$ cat src/pts_pkg.sv
// shared types, codes and constants for the priority task scheduler
// no dependencies
package pts_pkg;

    localparam int NUM_TASKS_DEF      = 8;
    localparam int NUM_PRIORITIES_DEF = 4;

    localparam logic [3:0] IDLE_ID = 4'd8;
    localparam logic [3:0] NONE_ID = 4'd15;

    localparam logic [2:0] MODE_INIT   = 3'd0;
    localparam logic [2:0] MODE_TICK   = 3'd1;
    localparam logic [2:0] MODE_SWITCH = 3'd2;
    localparam logic [2:0] MODE_DELAY  = 3'd3;
    localparam logic [2:0] MODE_PEND   = 3'd4;

    localparam logic [1:0] TS_READY   = 2'd0;
    localparam logic [1:0] TS_RUNNING = 2'd1;
    localparam logic [1:0] TS_DELAYED = 2'd2;
    localparam logic [1:0] TS_PENDING = 2'd3;

    // per task record, queue position kept as rank inside its queue
    typedef struct packed {
        logic [1:0]  status;
        logic [31:0] delay;
        logic        queued;
        logic [2:0]  qidx;
        logic [3:0]  pos;
    } pts_rec_t;

    localparam pts_rec_t REC_RESET = '{
        status: TS_READY, delay: 32'd0, queued: 1'b0, qidx: 3'd0, pos: 4'd0};

    typedef enum logic [2:0] {
        ST_IDLE, ST_FRD, ST_FMOD, ST_PICK, ST_WRD, ST_WMOD, ST_SPRD, ST_DONE
    } pts_state_t;

    typedef enum logic [1:0] {
        WALK_TICK, WALK_DROP, WALK_HEAD
    } pts_walk_t;

endpackage

$ cat src/pts_rec_ram.sv
// task record memory, registered read, unwritten entries read as reset record
// depends on pts_pkg
module pts_rec_ram #(
    parameter int DEPTH = pts_pkg::NUM_TASKS_DEF,
    parameter int AW    = 3
) (
    input  logic              aclk,
    input  logic              aresetn,
    input  logic [AW-1:0]     rd_addr,
    output pts_pkg::pts_rec_t rd_data,
    input  logic              wr_en,
    input  logic [AW-1:0]     wr_addr,
    input  pts_pkg::pts_rec_t wr_data
);

    pts_pkg::pts_rec_t mem [DEPTH];
    logic [DEPTH-1:0]  vld_reg;
    pts_pkg::pts_rec_t rd_reg;
    logic              rd_vld_reg;

    always_ff @(posedge aclk) begin
        if (wr_en) begin
            mem[wr_addr] <= wr_data;
        end
        rd_reg <= mem[rd_addr];
    end

    always_ff @(posedge aclk) begin
        if (!aresetn) begin
            vld_reg    <= '0;
            rd_vld_reg <= 1'b0;
        end else begin
            if (wr_en) begin
                vld_reg[wr_addr] <= 1'b1;
            end
            rd_vld_reg <= vld_reg[rd_addr];
        end
    end

    assign rd_data = rd_vld_reg ? rd_reg : pts_pkg::REC_RESET;

endmodule

$ cat src/priority_task_scheduler.sv
// top level of the priority task scheduler: control sequencer, queue lengths,
// stack pointer memory; depends on pts_pkg and pts_rec_ram
//
// usage
//   s_ channel: one beat per command (init, tick, switch, delay wait,
//   semaphore wait), fields s_mode .. s_sem_free_mask, valid/ready handshake
//   m_ channel: exactly one result beat per command, in order
//   cfg_wr_en / cfg_wr_data write the task priority map, ungated; user writes only while idle
// command sequence
//   one command at a time; the task record memory is walked task by task (read,
//   then modify and write back), which sets the cost of a command
//   init / wait: update the target record, then walk the records to close the
//   gap only when the task sat in a queue; tick: walk every record; switch:
//   requeue the outgoing task, take the head of the highest non-empty queue
//   by a walk, read its stack pointer; errors and unused modes only give a result
// reset
//   aresetn synchronous, active low; all tasks ready, no delays, empty
//   queues, no task running (running code reads 15), tick count zero
// stall
//   the result waits in the output register; the next command is taken
//   meanwhile and holds in its final step until the output register frees
module priority_task_scheduler #(
    parameter int NUM_TASKS      = pts_pkg::NUM_TASKS_DEF,
    parameter int NUM_PRIORITIES = pts_pkg::NUM_PRIORITIES_DEF
) (
    input  logic        aclk,
    input  logic        aresetn,
    input  logic        cfg_wr_en,
    input  logic [15:0] cfg_wr_data,
    input  logic        s_valid,
    output logic        s_ready,
    input  logic [2:0]  s_mode,
    input  logic [2:0]  s_task_id,
    input  logic [31:0] s_stack_pointer,
    input  logic [31:0] s_delay_ticks,
    input  logic [7:0]  s_sem_free_mask,
    output logic        m_valid,
    input  logic        m_ready,
    output logic [3:0]  m_next_task,
    output logic [31:0] m_next_stack_pointer,
    output logic        m_switched,
    output logic        m_error
);

    // widths that follow from the task and priority counts
    localparam int IDX_W = (NUM_TASKS > 1) ? $clog2(NUM_TASKS) : 1;
    localparam int SPA_W = $clog2(NUM_TASKS + 1);
    localparam int LEN_W = $clog2(NUM_TASKS + 1);
    localparam int QW    = (NUM_PRIORITIES > 1) ? $clog2(NUM_PRIORITIES) : 1;

    // priority of a task from the map, saturated to the top queue
    function automatic logic [2:0] prio_of(input logic [3:0] id, input logic [15:0] map);
        logic [1:0] p;
        p = 2'(map >> {id[2:0], 1'b0});
        if (id >= 4'd8) begin
            p = 2'd0;
        end
        if (32'(p) >= NUM_PRIORITIES) begin
            return 3'(NUM_PRIORITIES - 1);
        end
        return {1'b0, p};
    endfunction

    // control and command registers
    pts_pkg::pts_state_t state_reg, state_next;
    pts_pkg::pts_walk_t  walk_reg, walk_next;
    logic [2:0]        mode_reg, mode_next;
    logic [3:0]        tgt_reg, tgt_next;
    logic [31:0]       dly_reg, dly_next;
    logic [7:0]        mask_reg, mask_next;
    logic [IDX_W-1:0]  cnt_reg, cnt_next;
    logic [2:0]        dq_reg, dq_next;
    logic [3:0]        dpos_reg, dpos_next;
    logic [3:0]        chosen_reg, chosen_next;
    logic [3:0]        running_reg, running_next;
    logic [31:0]       tick_reg, tick_next;
    logic [LEN_W-1:0]  len_reg [NUM_PRIORITIES];
    logic [LEN_W-1:0]  len_next [NUM_PRIORITIES];
    logic [15:0]       map_reg;
    logic              err_reg, err_next;

    // output register
    logic              m_valid_reg, m_valid_next;
    logic [3:0]        m_task_reg, m_task_next;
    logic [31:0]       m_sp_reg, m_sp_next;
    logic              m_sw_reg, m_sw_next;
    logic              m_err_reg, m_err_next;

    // record memory port
    logic [IDX_W-1:0]  rec_rd_addr;
    pts_pkg::pts_rec_t rec_rd;
    logic              rec_wr_en;
    logic [IDX_W-1:0]  rec_wr_addr;
    pts_pkg::pts_rec_t rec_wr;

    // saved stack pointers, idle task in the last entry
    logic [31:0]       sp_mem [NUM_TASKS + 1];
    logic [31:0]       sp_rd_reg;
    logic              sp_wr_en;
    logic [SPA_W-1:0]  sp_wr_addr;
    logic [SPA_W-1:0]  sp_rd_addr;

    logic              s_accept;
    logic              out_free;
    logic              run_is_task;
    logic              tid_is_task;
    logic              walk_last;
    logic              pick_found;
    logic [2:0]        pick_q;

    assign s_accept    = s_valid && s_ready;
    assign out_free    = !m_valid_reg || m_ready;
    assign run_is_task = 32'(running_reg) < NUM_TASKS;
    assign tid_is_task = 32'(s_task_id) < NUM_TASKS;
    assign walk_last   = cnt_reg == IDX_W'(NUM_TASKS - 1);

    // highest non-empty queue
    always_comb begin
        pick_found = 1'b0;
        pick_q     = 3'd0;
        for (int q = 0; q < NUM_PRIORITIES; q++) begin
            if (len_reg[q] != '0) begin
                pick_found = 1'b1;
                pick_q     = 3'(q);
            end
        end
    end

    pts_rec_ram #(
        .DEPTH (NUM_TASKS),
        .AW    (IDX_W)
    ) u_rec_ram (
        .aclk    (aclk),
        .aresetn (aresetn),
        .rd_addr (rec_rd_addr),
        .rd_data (rec_rd),
        .wr_en   (rec_wr_en),
        .wr_addr (rec_wr_addr),
        .wr_data (rec_wr)
    );

    // stack pointer memory: written when a switch or an init for a real task is taken, read for dispatch
    assign sp_wr_en   = s_accept && ((s_mode == pts_pkg::MODE_INIT && tid_is_task) ||
                                     s_mode == pts_pkg::MODE_SWITCH);
    assign sp_wr_addr = (s_mode == pts_pkg::MODE_INIT) ? SPA_W'(s_task_id) :
                        (run_is_task ? SPA_W'(running_reg) : SPA_W'(NUM_TASKS));
    assign sp_rd_addr = run_is_task ? SPA_W'(running_reg) : SPA_W'(NUM_TASKS);

    always_ff @(posedge aclk) begin
        if (sp_wr_en) begin
            sp_mem[sp_wr_addr] <= s_stack_pointer;
        end
        sp_rd_reg <= sp_mem[sp_rd_addr];
    end

    // next state
    always_comb begin
        state_next = state_reg;
        case (state_reg)
            pts_pkg::ST_IDLE: begin
                if (s_accept) begin
                    case (s_mode)
                        pts_pkg::MODE_INIT: begin
                            state_next = tid_is_task ? pts_pkg::ST_FRD : pts_pkg::ST_DONE;
                        end
                        pts_pkg::MODE_TICK: begin
                            state_next = pts_pkg::ST_WRD;
                        end
                        pts_pkg::MODE_SWITCH: begin
                            state_next = run_is_task ? pts_pkg::ST_FRD : pts_pkg::ST_PICK;
                        end
                        pts_pkg::MODE_DELAY, pts_pkg::MODE_PEND: begin
                            state_next = run_is_task ? pts_pkg::ST_FRD : pts_pkg::ST_DONE;
                        end
                        default: begin
                            state_next = pts_pkg::ST_DONE;
                        end
                    endcase
                end
            end
            pts_pkg::ST_FRD: begin
                state_next = pts_pkg::ST_FMOD;
            end
            pts_pkg::ST_FMOD: begin
                if (mode_reg == pts_pkg::MODE_SWITCH) begin
                    state_next = pts_pkg::ST_PICK;
                end else if (rec_rd.queued) begin
                    state_next = pts_pkg::ST_WRD;
                end else begin
                    state_next = pts_pkg::ST_DONE;
                end
            end
            pts_pkg::ST_PICK: begin
                state_next = pick_found ? pts_pkg::ST_WRD : pts_pkg::ST_SPRD;
            end
            pts_pkg::ST_WRD: begin
                state_next = pts_pkg::ST_WMOD;
            end
            pts_pkg::ST_WMOD: begin
                if (walk_last) begin
                    state_next = (walk_reg == pts_pkg::WALK_HEAD) ? pts_pkg::ST_SPRD
                                                                  : pts_pkg::ST_DONE;
                end else begin
                    state_next = pts_pkg::ST_WRD;
                end
            end
            pts_pkg::ST_SPRD: begin
                state_next = pts_pkg::ST_DONE;
            end
            pts_pkg::ST_DONE: begin
                if (out_free) begin
                    state_next = pts_pkg::ST_IDLE;
                end
            end
            default: begin
                state_next = pts_pkg::ST_IDLE;
            end
        endcase
    end

    // datapath and outputs
    always_comb begin
        pts_pkg::pts_rec_t r;
        logic [2:0]        nq;

        r            = rec_rd;
        nq           = 3'd0;
        walk_next    = walk_reg;
        mode_next    = mode_reg;
        tgt_next     = tgt_reg;
        dly_next     = dly_reg;
        mask_next    = mask_reg;
        cnt_next     = cnt_reg;
        dq_next      = dq_reg;
        dpos_next    = dpos_reg;
        chosen_next  = chosen_reg;
        running_next = running_reg;
        tick_next    = tick_reg;
        err_next     = err_reg;
        len_next     = len_reg;
        rec_rd_addr  = cnt_reg;
        rec_wr_en    = 1'b0;
        rec_wr_addr  = cnt_reg;
        rec_wr       = rec_rd;
        m_valid_next = m_valid_reg && !m_ready;
        m_task_next  = m_task_reg;
        m_sp_next    = m_sp_reg;
        m_sw_next    = m_sw_reg;
        m_err_next   = m_err_reg;
        s_ready      = state_reg == pts_pkg::ST_IDLE;

        case (state_reg)
            pts_pkg::ST_IDLE: begin
                if (s_accept) begin
                    mode_next = s_mode;
                    tgt_next  = (s_mode == pts_pkg::MODE_INIT) ? {1'b0, s_task_id}
                                                               : running_reg;
                    dly_next  = s_delay_ticks;
                    mask_next = s_sem_free_mask;
                    cnt_next  = '0;
                    err_next  = 1'b0;
                    if (s_mode == pts_pkg::MODE_TICK) begin
                        tick_next = tick_reg + 32'd1;
                        walk_next = pts_pkg::WALK_TICK;
                    end
                    if ((s_mode == pts_pkg::MODE_DELAY ||
                         s_mode == pts_pkg::MODE_PEND) && !run_is_task) begin
                        err_next = 1'b1;
                    end
                end
            end
            pts_pkg::ST_FRD: begin
                rec_rd_addr = IDX_W'(tgt_reg);
            end
            pts_pkg::ST_FMOD: begin
                // single entry update of the target task
                rec_wr_addr = IDX_W'(tgt_reg);
                dq_next     = rec_rd.qidx;
                dpos_next   = rec_rd.pos;
                walk_next   = pts_pkg::WALK_DROP;
                cnt_next    = '0;
                case (mode_reg)
                    pts_pkg::MODE_INIT: begin
                        if (rec_rd.queued) begin
                            len_next[rec_rd.qidx[QW-1:0]] =
                                len_next[rec_rd.qidx[QW-1:0]] - LEN_W'(1);
                        end
                        nq       = prio_of(tgt_reg, map_reg);
                        r.status = pts_pkg::TS_READY;
                        r.queued = 1'b1;
                        r.qidx   = nq;
                        r.pos    = 4'(len_next[nq[QW-1:0]]);
                        len_next[nq[QW-1:0]] = len_next[nq[QW-1:0]] + LEN_W'(1);
                        rec_wr_en = 1'b1;
                        rec_wr    = r;
                    end
                    pts_pkg::MODE_DELAY, pts_pkg::MODE_PEND: begin
                        if (rec_rd.queued) begin
                            len_next[rec_rd.qidx[QW-1:0]] =
                                len_next[rec_rd.qidx[QW-1:0]] - LEN_W'(1);
                        end
                        if (mode_reg == pts_pkg::MODE_DELAY) begin
                            r.status = pts_pkg::TS_DELAYED;
                            r.delay  = dly_reg;
                        end else begin
                            r.status = pts_pkg::TS_PENDING;
                        end
                        r.queued  = 1'b0;
                        rec_wr_en = 1'b1;
                        rec_wr    = r;
                    end
                    pts_pkg::MODE_SWITCH: begin
                        // outgoing task still running goes to the back of its queue
                        if (rec_rd.status == pts_pkg::TS_RUNNING) begin
                            nq       = prio_of(tgt_reg, map_reg);
                            r.status = pts_pkg::TS_READY;
                            r.queued = 1'b1;
                            r.qidx   = nq;
                            r.pos    = 4'(len_reg[nq[QW-1:0]]);
                            len_next[nq[QW-1:0]] = len_reg[nq[QW-1:0]] + LEN_W'(1);
                            rec_wr_en = 1'b1;
                            rec_wr    = r;
                        end
                    end
                    default: begin
                        rec_wr_en = 1'b0;
                    end
                endcase
            end
            pts_pkg::ST_PICK: begin
                if (pick_found) begin
                    len_next[pick_q[QW-1:0]] = len_reg[pick_q[QW-1:0]] - LEN_W'(1);
                    dq_next   = pick_q;
                    walk_next = pts_pkg::WALK_HEAD;
                    cnt_next  = '0;
                end else begin
                    running_next = pts_pkg::IDLE_ID;
                end
            end
            pts_pkg::ST_WMOD: begin
                rec_wr_en = 1'b1;
                cnt_next  = cnt_reg + IDX_W'(1);
                case (walk_reg)
                    pts_pkg::WALK_TICK: begin
                        if (rec_rd.status == pts_pkg::TS_DELAYED && rec_rd.delay != '0) begin
                            r.delay = rec_rd.delay - 32'd1;
                            if (rec_rd.delay == 32'd1) begin
                                nq       = prio_of(4'(cnt_reg), map_reg);
                                r.status = pts_pkg::TS_READY;
                                r.queued = 1'b1;
                                r.qidx   = nq;
                                r.pos    = 4'(len_reg[nq[QW-1:0]]);
                                len_next[nq[QW-1:0]] = len_reg[nq[QW-1:0]] + LEN_W'(1);
                            end
                        end else if (rec_rd.status == pts_pkg::TS_PENDING &&
                                     4'(cnt_reg) < 4'd8 &&
                                     mask_reg[3'(cnt_reg)]) begin
                            nq       = prio_of(4'(cnt_reg), map_reg);
                            r.status = pts_pkg::TS_READY;
                            r.queued = 1'b1;
                            r.qidx   = nq;
                            r.pos    = 4'(len_reg[nq[QW-1:0]]);
                            len_next[nq[QW-1:0]] = len_reg[nq[QW-1:0]] + LEN_W'(1);
                        end
                    end
                    pts_pkg::WALK_DROP: begin
                        // close the gap behind the removed entry
                        if (4'(cnt_reg) == tgt_reg) begin
                            rec_wr_en = 1'b0;
                        end else if (rec_rd.queued && rec_rd.qidx == dq_reg &&
                                     rec_rd.pos > dpos_reg) begin
                            r.pos = rec_rd.pos - 4'd1;
                        end
                    end
                    pts_pkg::WALK_HEAD: begin
                        if (rec_rd.queued && rec_rd.qidx == dq_reg) begin
                            if (rec_rd.pos == 4'd0) begin
                                r.queued    = 1'b0;
                                r.status    = pts_pkg::TS_RUNNING;
                                chosen_next = 4'(cnt_reg);
                            end else begin
                                r.pos = rec_rd.pos - 4'd1;
                            end
                        end
                        if (walk_last) begin
                            running_next = chosen_next;
                        end
                    end
                    default: begin
                        rec_wr_en = 1'b0;
                    end
                endcase
                rec_wr = r;
            end
            pts_pkg::ST_DONE: begin
                if (out_free) begin
                    m_valid_next = 1'b1;
                    m_task_next  = running_reg;
                    m_sw_next    = mode_reg == pts_pkg::MODE_SWITCH;
                    m_sp_next    = (mode_reg == pts_pkg::MODE_SWITCH) ? sp_rd_reg : 32'd0;
                    m_err_next   = err_reg;
                end
            end
            default: begin
                rec_wr_en = 1'b0;
            end
        endcase
    end

    // control state
    always_ff @(posedge aclk) begin
        if (!aresetn) begin
            state_reg   <= pts_pkg::ST_IDLE;
            running_reg <= pts_pkg::NONE_ID;
            tick_reg    <= '0;
            map_reg     <= '0;
            m_valid_reg <= 1'b0;
            for (int q = 0; q < NUM_PRIORITIES; q++) begin
                len_reg[q] <= '0;
            end
        end else begin
            state_reg   <= state_next;
            running_reg <= running_next;
            tick_reg    <= tick_next;
            m_valid_reg <= m_valid_next;
            len_reg     <= len_next;
            if (cfg_wr_en) begin
                map_reg <= cfg_wr_data;
            end
        end
    end

    // command and result payload
    always_ff @(posedge aclk) begin
        walk_reg   <= walk_next;
        mode_reg   <= mode_next;
        tgt_reg    <= tgt_next;
        dly_reg    <= dly_next;
        mask_reg   <= mask_next;
        cnt_reg    <= cnt_next;
        dq_reg     <= dq_next;
        dpos_reg   <= dpos_next;
        chosen_reg <= chosen_next;
        err_reg    <= err_next;
        m_task_reg <= m_task_next;
        m_sp_reg   <= m_sp_next;
        m_sw_reg   <= m_sw_next;
        m_err_reg  <= m_err_next;
    end

    assign m_valid              = m_valid_reg;
    assign m_next_task          = m_task_reg;
    assign m_next_stack_pointer = m_sp_reg;
    assign m_switched           = m_sw_reg;
    assign m_error              = m_err_reg;

    // running task is a real task, the idle task or none
    assert property (@(posedge aclk) disable iff (!aresetn)
        run_is_task || running_reg == pts_pkg::IDLE_ID || running_reg == pts_pkg::NONE_ID)
        else $error("running task code out of range");

    // after any switch some task or idle runs
    assert property (@(posedge aclk) disable iff (!aresetn)
        m_valid && m_switched |-> m_next_task != pts_pkg::NONE_ID)
        else $error("switch result without a dispatched task");

    // error and switch never come together
    assert property (@(posedge aclk) disable iff (!aresetn)
        m_valid && m_error |-> !m_switched)
        else $error("error flagged on a switch beat");

    // the sequencer leaves idle once a command is taken
    assert property (@(posedge aclk) disable iff (!aresetn)
        s_accept |=> state_reg != pts_pkg::ST_IDLE)
        else $error("sequencer did not leave idle after a command");

endmodule
$ cat config.mk
export PLATFORM = sky130hd
export DESIGN_NAME = priority_task_scheduler
export DESIGN_NICKNAME = d
export VERILOG_FILES = /design/src/pts_pkg.sv /design/src/pts_rec_ram.sv /design/src/priority_task_scheduler.sv
export SDC_FILE = /design/constraint.sdc
export NUM_CORES = 1
export LEC_CHECK = 0
export BUFFER_PORTS_ARGS = -buffer_cell sky130_fd_sc_hd__buf_2
export CORE_ASPECT_RATIO = 0.8
export CORE_UTILIZATION = 30
export CTS_BUF_LIST = sky130_fd_sc_hd__clkbuf_8
export DETAILED_ROUTE_END_ITERATION = 16
export PLACE_DENSITY = 0.54
export RECOVER_POWER = 25
export SLEW_MARGIN = 20
export SYNTH_ARGS = -nofsm -noshare
export SYNTH_HDL_FRONTEND = slang
export SYNTH_HIERARCHICAL = 1
export SYNTH_SLANG_ARGS = --single-unit
$ cat constraint.sdc
create_clock -name aclk -period 9.4 [get_ports aclk]
set_clock_uncertainty 0.1 [all_clocks]
set_input_delay 0 -clock aclk [delete_from_list [all_inputs] [get_ports aclk]]
set_output_delay 0 -clock aclk [all_outputs]
set_load 0.01 [all_outputs]
* Word-level counts from Yosys, hierarchy flattened
Memories as Yosys holds them, arrays and structs flattened. A register that Yosys moved wholly into a read port is not among the register bits.
Index checks and enable logic that the tools add are counted.
** Word-level totals
- Register bits after elaboration :: 151
- Latch bits :: 0
- Memory bits (writable) :: 624
- ROM bits :: 0
- Input port bits :: 99
- Output and inout port bits :: 40
- Word-level logic and storage cells :: 272
- Memories :: 2
** Memory list
- u_rec_ram.mem :: depth 8, bits a word 42, read ports 1, clocked after Yosys merged registers in 1, write ports 1, RTL line pts_rec_ram.sv:16 : pts_pkg::pts_rec_t mem [DEPTH];
- sp_mem :: depth 9, bits a word 32, read ports 1, clocked after Yosys merged registers in 1, write ports 1, RTL line priority_task_scheduler.sv:97 : logic [31:0] sp_mem [NUM_TASKS + 1];
** Operators by class
- $add $sub $neg :: 8
- Multiply operators :: 0
- Div/mod/pow operators :: 0
- $lt $le $gt $ge :: 17
- Equal/unequal tests :: 35
- Shifts and indexed selects :: 2
- Muxes and demuxes :: 129
- Bitwise logic cells :: 6
- Reductions and logical operators :: 48
** Operators with widths (count)
- $mux 16 :: 9
- $pmux 42 s3 :: 1
- $mux 4 :: 26
- $mux 32 :: 3
- $pmux 16 s3 :: 2
- $mux 42 :: 2
- $pmux 42 s2 :: 1
- $bwmux 16 :: 5
- $bmux 4 s2 :: 5
- $demux 4 s2 :: 5
- $mux 2 :: 19
- $mux 3 :: 12
- $eq 32x1->1 const B :: 1
- $reduce_bool 32->1 :: 1
- $shr 16x4->2 :: 2
- $sub 32x1->32 const B :: 1
- $mux 8 :: 3
- $pmux 3 s4 :: 2
- $pmux 3 s8 :: 1
- $eq 3x3->1 const B :: 7
- $mux 1 :: 21
- $reduce_bool 4->1 :: 5
- $eq 3x2->1 const B :: 6
- $ge 3x3->1 const B :: 5
- other kinds (42) :: 100

* Logic depth before layout (Yosys ltp)
- Word-level depth :: 17
- Depth in mapped cells :: 19
- Depth with buffers taken out :: 16

* Hierarchy
Netlist, hierarchy kept.
** Modules (own cells, without submodules)
- priority_task_scheduler :: times used 1, cells an instance 1730, area an instance 21901.0 um^2, sequential area each 13152.6 um^2
- pts_rec_ram :: times used 1, cells an instance 613, area an instance 14361.3 um^2, sequential area each 11110.7 um^2

* Least setup slack after synthesis
No wires, ideal clock.
- Kind :: flip-flop to flip-flop
- Start point :: register u_rec_ram.rd_vld_reg
- End point :: memory u_rec_ram/mem[0][0] (netlist bit) (enable)
- Library setup time :: 0.496 ns
- Data arrival time :: 4.615 ns
- Data required time :: 8.804 ns
- Path slack :: 4.189 ns
- Stages on the path, launching flop included :: 9
- Path buffers :: 1
- Clock period less this slack :: 5.211 ns
- Cells stage by stage :: dfxtp_1 clkbuf_1 and2_1 nand2b_1 or3_1 a31oi_1 a21o_1 nand2b_1 nor3_1
** RTL lines
- start: declaration :: RTL line pts_rec_ram.sv:19 : logic rd_vld_reg;
- start signal: assignment :: RTL line pts_rec_ram.sv:36 : rd_vld_reg <= vld_reg[rd_addr];
- end: declaration :: RTL line pts_rec_ram.sv:16

==> flow_metrics.py <==
metrics = {
    "outcome": {
        "status": "finished with violations",
        "violations": "capacitance limit, slew limit",
    },
    "route": {
        "routed-via-count": 22252,
        "ant_nets": 0,
        "via_per_inst": 4.96,
        "drc": 0,
        "initialDrtViolationCount": 1774,
        "wl_per_cell_um": 22.0,
        "routed_wl_mm": 98.7,
        "first_pass_iters": 5,
    },
    "power_and_ir_drop": {
        "power.density_mw_per_mm2": 277,
        "vdd_drop_max_uv": 253,
        "leakage_nw": 15.3,
        "finalPower_w": 0.0121,
    },
    "synthesis": {
        "synthFlopType": "edfxtp_1",
        "synth-edff-count": 726,
        "ys_types": 89,
        "synthAdderAreaFrac_pct": 0.483,
        "synth_top_family_by_area": "multiplexers",
        "synth-seq-area-share_pct": 66.9,
        "avgSynthCellArea_um2": 15.5,
        "synthArstFlopShare_pct": 0,
        "postSynthCellCount": 2343,
        "syn_nets": 2456,
        "ys_seq_elements": 849,
        "synth_xor_area_share_pct": 1.01,
        "synth-simple-area-share_pct": 7.53,
        "synthMuxAreaShare_pct": 15.3,
        "yosysWarnings": 6,
        "synth_compound_area_share_pct": 6.47,
        "syn_area_mm2": 0.0363,
    },
    "worst_setup_path": {
        "crit_chain": "clkbuf_1, and2_1, mux4_2, inv_1, ha_1, inv_1, mux2i_1, mux2i_1, a222oi_1, inv_1, ha_1, a32oi_1, nor2_1, a311oi_1, nor2_1, nor2_1, a21oi_1",
        "slowest_stage": "clkbuf_1",
        "critPathLaunchType": "flop",
        "worstPathArrival_ps": 6600,
        "cp-end-kind": "flop",
        "critical_path.max_stage_delay_ps": 1340,
        "startpoint": "u_rec_ram/rd_vld_reg$_SDFF_PN0_",
        "worstPathMaxFanout": 42,
        "crit_type": "flop to flop",
        "critical_path_required_ps": 9950,
        "r2r_start": "u_rec_ram/rd_vld_reg$_SDFF_PN0_",
    },
    "cts": {
        "insertion_delay_ps": 810,
        "cts-root-buf": "clkbuf_8",
        "clockBufferDepth": 3,
        "path_clk_slew_ps": 60,
        "clkSinkCount": 849,
        "cts_tree": "yes",
        "htree_levels": 4,
        "postCtsSetupRepairBufs": 0,
        "numCtsBuffers": 141,
    },
    "floorplanning": {
        "ios": 139,
        "die_w_um": 391,
        "start_util_pct": 30.4,
        "core-area_mm2": 0.119,
        "die_y_um": 313,
        "die_area_mm2": 0.122,
        "rows": 113,
    },
    "timing": {
        "rsz0062_at_grt": "no",
        "period_needed_ps": 6050,
        "max-slew-margin-rel_pct": -91.6,
        "max_freq_mhz": 165,
        "setup_ws_ps": 3350,
        "setup_violations": 0,
        "report.final.slew_viol_count": 173,
        "worst_slew_pin_slew_ps": 2870,
        "finalSetupTns_ps": 0,
        "hold_violations": 0,
        "fin_crit_sh_pct": 64.4,
    },
    "placed_design": {
        "hpwl_mm": 58.8,
        "io_buffer_count": 138,
        "dp_slack_ps": 4410,
        "place_congestion": 0.917,
    },
    "cells_and_area": {
        "nets": 2867,
        "drive_gt1_share_pct": 19.0,
        "syn2layout_area_growth_pct": 20.8,
        "post-route-util_pct": 36.7,
        "nFillCells": 11289,
        "largest_reg_flops": 336,
    },
    "grt": {
        "grt_use_total_pct": 16.1,
        "grt_pass1_vias": 23012,
        "grt_pass1_wl_mm": 148,
        "overflow": 0,
        "grt_max_degree": 70,
        "antenna_found_initial": 10,
    },
    "min_path": {
        "hold_start": "s_task_id[0]",
        "worstHoldPathType": "input port to flop",
    },
    "flow_run": {
        "maxCapViolCount": 5,
    },
}
-- layout by cell type (no fill, tap or decap), types with 14 or more instances in the layout --
cell type,n
a21oi_1,73
a31oi_1,21
and2_1,47
and3_1,36
buf_2,88
buf_4,48
clkbuf_1,53
clkbuf_8,155
clkinv_1,27
clkinv_2,16
dfxtp_1,122
dlygate4sd3_1,226
edfxtp_1,726
ha_1,14
inv_1,78
mux2_4,41
mux2i_1,175
mux4_1,20
mux4_2,109
nand2_1,159
nand2b_1,20
nand3_1,33
nor2_1,87
nor2_4,15
nor2b_1,26
nor3_1,27
o211ai_1,33
o21ai_0,101
o221ai_1,16
o22ai_1,18
or3_1,16
xnor2_1,27
xor2_1,15
-- worst max-delay path: cells and delay by family, from the launching register on --
family	cells	cell delay (ps)
AO/OA/AOI/OAI	4	1460
adder cells (fa/ha/maj)	2	540
flip-flops	1	310
AND/OR/NAND/NOR	4	970
buffers and inverters	4	1580
multiplexers	3	930
-- path summary, 6_finish.rpt --
path / end / slack [ps] / cells after the start
setup / recovery: len_reg[5]$_SDFFE_PN0P_ / 3350 / 17
hold / removal: tgt_reg[0]$_DFFE_PP_ / 130 / 4
setup reg to reg: len_reg[5]$_SDFFE_PN0P_ / 3350 / 17
hold reg to reg: m_error$_DFFE_PP_ / 330 / 0
-- stage by stage --
stage               cell area, um2  std cells  hold slack, ps
floorplan                    36300       2343           -1.13
finish                       43800       4485             132
global route                 43800       4485             123
CTS                          43900       4482            31.7
global placement             38800       3995            75.9
detailed placement           38800       3995            78.1
-- Yosys cell counts (27+ instances only) --
library cell  instances  share of area [%]
a21oi_1              73                1.0
and2_1               52               0.90
and3_1               36               0.62
clkbuf_1             94               0.97
dfxtp_1             123                6.8
edfxtp_1            726                 60
inv_1                33               0.34
mux2_4               39                1.6
mux2i_1             175                4.8
mux4_2              109                6.8
nand2_1             159                1.6
nand3_1              33               0.46
nor2_1              104                1.1
nor2b_1              28               0.48
nor3_1               30               0.41
o211ai_1             33               0.68
o21ai_0             102                1.4
xnor2_1              27               0.65
-- layout make-up --
class	count	area [um2]	area share (%)
Antenna cell	3	7.51	0.0171
Clock buffer	155	2130	4.87
Clock inverter	106	639	1.46
Inverter	35	131	0.300
Multi-Input combinational cell	1311	11300	25.9
Sequential cell	849	24300	55.4
Tap cell	1610	2010	4.60
Timing Repair Buffer	416	3270	7.46
-- repair_timing --
item,in CTS,in global routing
resized for setup,0,0
hold buffers,226,0
endpoints found under the hold margin,410,0
-- power by group --
part	internal [W]	leakage, nW	switching (W)
clock network	0.00165	1.57	0.00152
logic	0.00163	6.08	0.00239
registers	0.00463	7.67	0.000300
-- per-layer routing --
metal	GRT usage, %	up-vias	routed length, um
li1	-	10020	-
met1	22.5	11399	45200
met2	25.3	675	45700
met3	3.54	146	6140
met4	4.45	12	1590
met5	0	-	75
-- kinds of logic after synthesis --
family / after synthesis
compound gates: 358
fa+ha+maj: 14
mux: 360
xor+xnor: 42
buf+inv: 183
flops: 849
simple gates: 537
No activity file was read; power rests on OpenSTA's default activity.
